$ cat src/design/bsa_pkg.sv
// ----------------------------------------------------------------------------
// bsa_pkg: shared definitions for the bitmap slot allocator
// Pool geometry, opcodes, payload types and small bitmap helper functions.
// ----------------------------------------------------------------------------
package bsa_pkg;

	// pool geometry
	localparam int SLOT_COUNT = 1024;
	localparam int WORD_BITS  = 32;
	localparam int MAP_WORDS  = (SLOT_COUNT + WORD_BITS - 1) / WORD_BITS;
	localparam int WORD_AW    = (MAP_WORDS > 1) ? $clog2(MAP_WORDS) : 1;
	localparam int BIT_AW     = $clog2(WORD_BITS);

	// payload widths fixed by the transaction format
	localparam int OP_W    = 2;
	localparam int SLOT_W  = 11;
	localparam int COUNT_W = 11;

	// opcodes
	localparam logic [OP_W-1:0] OP_ALLOC = 2'd0;
	localparam logic [OP_W-1:0] OP_FREE  = 2'd1;
	localparam logic [OP_W-1:0] OP_NEXT  = 2'd2;
	localparam logic [OP_W-1:0] OP_TEST  = 2'd3;

	typedef logic [OP_W-1:0]           opcode_t;
	typedef logic signed [SLOT_W-1:0]  slot_t;
	typedef logic [COUNT_W-1:0]        count_t;
	typedef logic [WORD_BITS-1:0]      map_word_t;
	typedef logic [WORD_AW-1:0]        word_addr_t;
	typedef logic [BIT_AW-1:0]         bit_pos_t;

	// result of a lowest-set-bit search
	typedef struct packed {
		logic     hit;
		bit_pos_t pos;
	} lsb_t;

	// priority encoder: lowest set bit of a bitmap word
	function automatic lsb_t lowest_set(input map_word_t w);
		lsb_t r;
		r.hit = 1'b0;
		r.pos = '0;
		for (int i = WORD_BITS - 1; i >= 0; i--) begin
			if (w[i]) begin
				r.hit = 1'b1;
				r.pos = BIT_AW'(i);
			end
		end
		return r;
	endfunction

	// bits of a word that map onto real slots of the pool
	function automatic map_word_t tail_mask(input word_addr_t wa);
		map_word_t m;
		for (int i = 0; i < WORD_BITS; i++) begin
			m[i] = ((int'(wa) * WORD_BITS + i) < SLOT_COUNT);
		end
		return m;
	endfunction

endpackage

$ cat src/design/bsa_req_if.sv
// ----------------------------------------------------------------------------
// bsa_req_if: request channel of the bitmap slot allocator
// Valid/ready channel carrying an opcode and a slot index.
// ----------------------------------------------------------------------------
interface bsa_req_if;
	import bsa_pkg::*;

	logic    valid;
	logic    ready;
	opcode_t opcode;
	slot_t   slot_index;

	modport source (output valid, output opcode, output slot_index, input ready);
	modport sink   (input valid, input opcode, input slot_index, output ready);

endinterface

$ cat src/design/bsa_rsp_if.sv
// ----------------------------------------------------------------------------
// bsa_rsp_if: response channel of the bitmap slot allocator
// Valid/ready channel carrying the slot result, flags and occupancy count.
// ----------------------------------------------------------------------------
interface bsa_rsp_if;
	import bsa_pkg::*;

	logic   valid;
	logic   ready;
	slot_t  result_slot;
	logic   success;
	logic   was_occupied;
	count_t occupied_count;

	modport source (output valid, output result_slot, output success,
		output was_occupied, output occupied_count, input ready);
	modport sink   (input valid, input result_slot, input success,
		input was_occupied, input occupied_count, output ready);

endinterface

$ cat src/design/bitmap_slot_allocator.sv
// ----------------------------------------------------------------------------
// bitmap_slot_allocator: fixed pool of slots tracked by an occupancy bitmap
// Alloc claims the lowest free slot, free releases one, next finds the first
// occupied slot above an index, test reports occupancy of one slot.
// ----------------------------------------------------------------------------
//
//  channel  modport  carries
//  -------  -------  ---------------------------------------------------------
//  req      sink     opcode, slot_index
//  rsp      source   result_slot, success, was_occupied, occupied_count
//
// Free and test pass through accept, index word read and response.
// Alloc and next add a scan of k bitmap words (1 to MAP_WORDS) read from the
// map memory, one word per cycle;
// next with a start past the last slot skips the scan.
// One transaction is in flight at a time; req.ready is high only when idle,
// and the response waits while rsp.ready stays low.
// Reset clears the per-word valid bits at once, so all slots read as free
// with no clearing pass. The response is held in registers until taken.
//
module bitmap_slot_allocator (
	input  logic        clk,
	input  logic        arst_n,
	bsa_req_if.sink     req,
	bsa_rsp_if.source   rsp
);
	import bsa_pkg::*;

	localparam logic [1:0] S_IDLE = 2'd0;
	localparam logic [1:0] S_IDX  = 2'd1;
	localparam logic [1:0] S_SCAN = 2'd2;
	localparam logic [1:0] S_OUT  = 2'd3;

	localparam word_addr_t LAST_WORD = WORD_AW'(MAP_WORDS - 1);

	// map memory and per-word valid bits
	map_word_t            mem_q [MAP_WORDS];
	logic [MAP_WORDS-1:0] vld_q;
	map_word_t            rd_data_q;
	logic                 rd_vld_q;

	logic [1:0] state_q, state_d;
	opcode_t    op_q, op_d;
	slot_t      idx_q, idx_d;
	word_addr_t scan_word_q, scan_word_d;
	map_word_t  scan_mask_q, scan_mask_d;
	logic       was_q, was_d;
	slot_t      res_slot_q, res_slot_d;
	logic       success_q, success_d;
	count_t     count_q, count_d;

	logic       rd_en, wr_en;
	word_addr_t rd_addr, wr_addr;
	map_word_t  wr_data;

	map_word_t           word_eff;
	logic                idx_ok;
	bit_pos_t            idx_bit;
	logic [SLOT_W-1:0]   start;
	logic                start_ok;
	map_word_t           cand;
	lsb_t                lsb;

	// memory word as seen after reset clearing
	assign word_eff = rd_vld_q ? rd_data_q : '0;

	// request index decode
	assign idx_ok   = !idx_q[SLOT_W-1] && ($unsigned(idx_q) < SLOT_W'(SLOT_COUNT));
	assign idx_bit  = idx_q[BIT_AW-1:0];
	assign start    = idx_q[SLOT_W-1] ? '0 : ($unsigned(idx_q) + SLOT_W'(1));
	assign start_ok = (start < SLOT_W'(SLOT_COUNT));

	// scan candidates: free bits for alloc, occupied bits for next
	assign cand = (op_q == OP_ALLOC) ? (~word_eff & tail_mask(scan_word_q))
		: (word_eff & scan_mask_q & tail_mask(scan_word_q));
	assign lsb  = lowest_set(cand);

	// sequencer
	always_comb begin
		state_d     = state_q;
		op_d        = op_q;
		idx_d       = idx_q;
		scan_word_d = scan_word_q;
		scan_mask_d = scan_mask_q;
		was_d       = was_q;
		res_slot_d  = res_slot_q;
		success_d   = success_q;
		count_d     = count_q;
		rd_en       = 1'b0;
		rd_addr     = scan_word_q;
		wr_en       = 1'b0;
		wr_addr     = scan_word_q;
		wr_data     = word_eff;

		case (state_q)
			S_IDLE: begin
				if (req.valid) begin
					op_d       = req.opcode;
					idx_d      = req.slot_index;
					res_slot_d = '1;
					success_d  = 1'b0;
					rd_en      = 1'b1;
					rd_addr    = req.slot_index[BIT_AW +: WORD_AW];
					state_d    = S_IDX;
				end
			end
			S_IDX: begin
				was_d   = idx_ok && word_eff[idx_bit];
				state_d = S_OUT;
				case (op_q)
					OP_FREE: begin
						if (was_d) begin
							wr_en      = 1'b1;
							wr_addr    = idx_q[BIT_AW +: WORD_AW];
							wr_data    = word_eff & ~(map_word_t'(1) << idx_bit);
							count_d    = count_q - COUNT_W'(1);
							res_slot_d = idx_q;
							success_d  = 1'b1;
						end
					end
					OP_TEST: begin
						if (was_d) begin
							res_slot_d = idx_q;
							success_d  = 1'b1;
						end
					end
					OP_ALLOC: begin
						scan_word_d = '0;
						scan_mask_d = '1;
						rd_en       = 1'b1;
						rd_addr     = '0;
						state_d     = S_SCAN;
					end
					OP_NEXT: begin
						if (start_ok) begin
							scan_word_d = start[BIT_AW +: WORD_AW];
							scan_mask_d = '1 << start[BIT_AW-1:0];
							rd_en       = 1'b1;
							rd_addr     = start[BIT_AW +: WORD_AW];
							state_d     = S_SCAN;
						end
					end
					default: begin
						state_d = S_OUT;
					end
				endcase
			end
			S_SCAN: begin
				if (lsb.hit) begin
					res_slot_d = slot_t'({scan_word_q, lsb.pos});
					success_d  = 1'b1;
					state_d    = S_OUT;
					if (op_q == OP_ALLOC) begin
						wr_en   = 1'b1;
						wr_data = word_eff | (map_word_t'(1) << lsb.pos);
						count_d = count_q + COUNT_W'(1);
					end
				end else if (scan_word_q == LAST_WORD) begin
					state_d = S_OUT;
				end else begin
					scan_word_d = scan_word_q + WORD_AW'(1);
					scan_mask_d = '1;
					rd_en       = 1'b1;
					rd_addr     = scan_word_q + WORD_AW'(1);
				end
			end
			S_OUT: begin
				if (rsp.ready) begin
					state_d = S_IDLE;
				end
			end
			default: begin
				state_d = S_IDLE;
			end
		endcase
	end

	// map memory: one write and one registered read per cycle
	always_ff @(posedge clk) begin
		if (wr_en) begin
			mem_q[wr_addr] <= wr_data;
		end
		if (rd_en) begin
			rd_data_q <= mem_q[rd_addr];
		end
	end

	// valid bits and registered valid of the read word
	always_ff @(posedge clk or negedge arst_n) begin
		if (!arst_n) begin
			vld_q    <= '0;
			rd_vld_q <= 1'b0;
		end else begin
			if (wr_en) begin
				vld_q[wr_addr] <= 1'b1;
			end
			if (rd_en) begin
				rd_vld_q <= vld_q[rd_addr];
			end
		end
	end

	// control state
	always_ff @(posedge clk or negedge arst_n) begin
		if (!arst_n) begin
			state_q <= S_IDLE;
			count_q <= '0;
		end else begin
			state_q <= state_d;
			count_q <= count_d;
		end
	end

	// transaction payload
	always_ff @(posedge clk) begin
		op_q        <= op_d;
		idx_q       <= idx_d;
		scan_word_q <= scan_word_d;
		scan_mask_q <= scan_mask_d;
		was_q       <= was_d;
		res_slot_q  <= res_slot_d;
		success_q   <= success_d;
	end

	// channel outputs
	assign req.ready          = (state_q == S_IDLE);
	assign rsp.valid          = (state_q == S_OUT);
	assign rsp.result_slot    = res_slot_q;
	assign rsp.success        = success_q;
	assign rsp.was_occupied   = was_q;
	assign rsp.occupied_count = count_q;

endmodule
$ cat src/flat_wrapper.sv
// flat-port wrapper written by rule: the top's interface ports become plain ports
module bitmap_slot_allocator_flat import bsa_pkg::*;
  (clk, arst_n, req_valid, req_opcode, req_slot_index, req_ready, rsp_valid, rsp_result_slot, rsp_success, rsp_was_occupied, rsp_occupied_count, rsp_ready);
  bsa_req_if req_i ();
  bsa_rsp_if rsp_i ();
  input  logic clk;
  input  logic arst_n;
  input wire logic [$bits(req_i.valid)-1:0] req_valid;
  input wire logic [$bits(req_i.opcode)-1:0] req_opcode;
  input wire logic [$bits(req_i.slot_index)-1:0] req_slot_index;
  output wire logic [$bits(req_i.ready)-1:0] req_ready;
  output wire logic [$bits(rsp_i.valid)-1:0] rsp_valid;
  output wire logic [$bits(rsp_i.result_slot)-1:0] rsp_result_slot;
  output wire logic [$bits(rsp_i.success)-1:0] rsp_success;
  output wire logic [$bits(rsp_i.was_occupied)-1:0] rsp_was_occupied;
  output wire logic [$bits(rsp_i.occupied_count)-1:0] rsp_occupied_count;
  input wire logic [$bits(rsp_i.ready)-1:0] rsp_ready;
  assign req_i.valid = req_valid;
  assign req_i.opcode = req_opcode;
  assign req_i.slot_index = req_slot_index;
  assign req_ready = req_i.ready;
  assign rsp_valid = rsp_i.valid;
  assign rsp_result_slot = rsp_i.result_slot;
  assign rsp_success = rsp_i.success;
  assign rsp_was_occupied = rsp_i.was_occupied;
  assign rsp_occupied_count = rsp_i.occupied_count;
  assign rsp_i.ready = rsp_ready;
  bitmap_slot_allocator u_core (.clk(clk), .arst_n(arst_n), .req(req_i), .rsp(rsp_i));
endmodule
$ cat config.mk
export PLATFORM = sky130hd
export DESIGN_NAME = bitmap_slot_allocator_flat
export DESIGN_NICKNAME = d
export VERILOG_FILES = /design/src/design/bsa_pkg.sv /design/src/design/bsa_req_if.sv /design/src/design/bsa_rsp_if.sv /design/src/design/bitmap_slot_allocator.sv /design/src/flat_wrapper.sv
export SDC_FILE = /design/constraint.sdc
export NUM_CORES = 2
export LEC_CHECK = 0
export ABC_AREA = 1
export BUFFER_PORTS_ARGS = -buffer_cell sky130_fd_sc_hd__buf_2
export CAP_MARGIN = 20
export CORE_MARGIN = 2
export CORE_UTILIZATION = 52
export CTS_BUF_LIST = sky130_fd_sc_hd__clkbuf_8
export DETAILED_ROUTE_END_ITERATION = 6
export GPL_ROUTABILITY_DRIVEN = 0
export PLACE_DENSITY = 0.66
export SLEW_MARGIN = 30
export SYNTH_ARGS = -nofsm -noshare
export SYNTH_HDL_FRONTEND = slang
export SYNTH_SLANG_ARGS = --single-unit
$ cat constraint.sdc
create_clock -name clk -period 5.12 [get_ports clk]
set_input_delay 1.024 -clock clk [delete_from_list [all_inputs] [get_ports clk]]
set_output_delay 1.024 -clock clk [all_outputs]
set_load 0.05 [all_outputs]
==> impl_metrics.json <==
{
  "status": "finished with violations",
  "violations": "DRC",
  "critPathRequiredTime_ps": 5790,
  "routed_wl_um": 148000,
  "finalSetupTns_ps": 0,
  "grt_pass1_wl_um": 215000,
  "grt_max_degree": 75,
  "core-area_um2": 93600,
  "cp.arrival_ps": 5530,
  "yosys.area.top_type": "edfxtp_1",
  "cts_buffers": 184,
  "skew_ps": 49.0,
  "clk_transition_reported_paths_ps": 70,
  "maxSlewViolCount": 0,
  "grt_remaining_overflow": 0,
  "synth_top_area_share_pct": 68.2,
  "ctsHoldBuffers": 0,
  "clockBufferDepth": 3,
  "period_minus_slack_ps": 4860,
  "synth_cells": 3970,
  "vias": 35093,
  "grt_pass1_vias": 32714,
  "period_share_pct": 94.9,
  "ys_warn_count": 0,
  "cp-end-kind": "register",
  "post-dp-hpwl_um": 82100,
  "drc_errors": 2,
  "synth_area_um2": 49200,
  "cts_sinks": 1164,
  "die_h_um": 312,
  "io_buffer_count": 42,
  "num-nets-final": 4204,
  "dominantRegCellSynth": "edfxtp_1",
  "reg2reg_depth": 22,
  "ant_nets": 0,
  "whs_ps": 230,
  "wl_per_cell_um": 26.6,
  "rr_endpoint": "u_core.rd_data_q[9]",
  "reg2reg_from": "u_core.op_q[0]",
  "synth_seq_cells": 1164,
  "cts_root_buffer": "clkbuf_8",
  "clock_latency_ps": 890,
  "worst_slew_pin_slew_ps": 990,
  "synth_cell_types": 51,
  "ys_seq_area_share_pct": 70.6,
  "min_path_type": "input pin to async pin",
  "areaGrowthSynthToFinish_pct": 15.2,
  "drv_cap": 0,
  "critical_path_class": "register to register",
  "avgSynthCellArea_um2": 12.4,
  "firstDrtPassIters": 7,
  "die_area_um2": 97100,
  "drive_above_1_share_pct": 15.3,
  "rows": 112,
  "postSynthNetCount": 4008,
  "die_x_um": 312,
  "antenna_found_initial": 5,
  "floorplan.initialDensity_pct": 52.6,
  "rrSetupSlack_ps": 260,
  "fmax_mhz": 206,
  "endpoint": "u_core.rd_data_q[9]",
  "setup_viol": 0,
  "synth_edf_count": 1118,
  "critPathLaunchType": "register",
  "synthTopCellsByArea": "edfxtp_1, nor2_1, o21ai_0",
  "ios": 43,
  "viasPerCell": 6.31,
  "finalHoldViolations": 0,
  "cp_max_fo": 45,
  "cts_tree": "yes",
  "fin_util_pct": 60.5,
  "layout_commonest_cell": "edfxtp_1",
  "track_usage_pct": 30.0,
  "maxSlewHeadroom_pct": 33.8,
  "startpoint": "u_core.op_q[0]",
  "final_cell_mix": "edfxtp_1, nor2_1, o21ai_0",
  "async_flop_share_pct": 3.95,
  "drt_iter0_drc": 5250,
  "htreeDepth": 4
}
-- repair_timing --
item / CTS / global route
endpoints found under the setup margin: 0 / 26
setup buffers: 0 / 10
gates resized for setup: 0 / 7
-- cells in the mapped netlist (2+ instances only) --
cell type and count:
nor2_4 2, nand2_1 308, o22ai_1 6, xnor2_1 4
o21bai_1 138, a21boi_0 2, o21ai_1 35, o31ai_1 3
o311ai_1 101, o221ai_1 11, a21oi_2 3, a21oi_1 72
buf_1 7, clkbuf_2 2, nand3_1 50, nor3_1 43
nand4_1 19, edfxtp_1 1118, xor2_1 11, inv_2 25
a22oi_1 4, o311ai_0 65, o21ai_2 2, nand2_2 14
or2_2 20, clkbuf_1 167, a221oi_1 3, o21ai_0 330
inv_1 88, o32ai_1 98, a31oi_1 69, buf_2 77
clkinv_1 4, buf_6 12, buf_4 11, ha_1 20
o211ai_1 109, dfrtp_1 46, nor2_1 859
-- metal layers --
metal	track usage (%)	up-vias	wire [um]
met5	0	-	10
met4	11.9	2	5780
met3	7.23	382	17500
met2	44.1	2237	65000
met1	43.3	17229	59900
li1	-	15243	-
-- flip-flops by register name, summed over array words and instances, names as in the netlist --
register	count
u_core.idx_q	11
u_core.mem_q	1024
u_core.op_q	2
u_core.rd_data_q	32
u_core.rd_vld_q	1
u_core.rsp.occupied_count	11
u_core.rsp.result_slot	11
u_core.rsp.success	1
u_core.rsp.was_occupied	1
u_core.scan_mask_q	31
u_core.scan_word_q	5
u_core.state_q	2
u_core.vld_q	32
-- worst min-delay path by stage --
stage	to	from	depth (start not counted)	slack, ps
after floorplan	u_core.vld_q[0]	u_core.vld_q[0]	2	430
after global placement	u_core.vld_q[0]	u_core.vld_q[0]	2	440
after detailed placement	u_core.vld_q[24]	u_core.vld_q[24]	2	450
after CTS	u_core.rsp.occupied_count[6]	arst_n	2	200
after global routing	u_core.rsp.occupied_count[6]	arst_n	2	250
final	u_core.rsp.occupied_count[4]	arst_n	2	230
-- per-stage QoR --
step           std cells  instance area, um^2  setup WS [ps]
5_1_grt             5563                56700          -12.9
6_report            5565                56700            261
3_5_place_dp        5221                53100            128
4_1_cts             5549                56500           82.9
2_1_floorplan       3970                49200            739
3_3_place_gp        5219                52900            150
-- critical path, stage by stage (launching register included) --
cell	delay [ps]
edfxtp_1	490
nor2_8	260
buf_4	260
nor2_1	70
a21oi_1	260
nand2_1	120
nor2_1	150
nand2_1	140
nor2_4	160
nand2_1	170
a21oi_2	200
nor2_1	110
a21oi_2	200
o2111ai_2	140
o21ai_4	280
buf_12	260
buf_12	240
nor2_1	60
o311ai_0	390
o211ai_1	200
nand2_1	150
nor2_1	50
a31oi_1	220
-- logic make-up (layout without fill, tap and decap cells) --
family	count (synthesis)	count (layout)	share of synthesized area [%]
DFF	1164	1164	70.6
buffers and inverters	394	732	3.48
xor gates and xnor gates	15	15	0.267
and+or+nand+nor	1319	1319	10.7
other	0	3	0
adders and majority gates	21	21	0.549
AOI/OAI and AO/OA	1057	1057	14.5
-- cell type report --
type | instances | area [um^2]
Timing Repair inverter | 2 | 22.5
Tap cell | 1254 | 1570
Inverter | 118 | 470
Clock buffer | 192 | 2640
Sequential cell | 1164 | 34700
Multi-Input combinational cell | 2412 | 13300
Timing Repair Buffer | 284 | 3080
Antenna cell | 3 | 7.51
Clock inverter | 136 | 810
Fill cell | 7366 | 36900
Power is not shown: default switching activity piles up to over one toggle a cycle in this logic, so the estimate is an artifact.
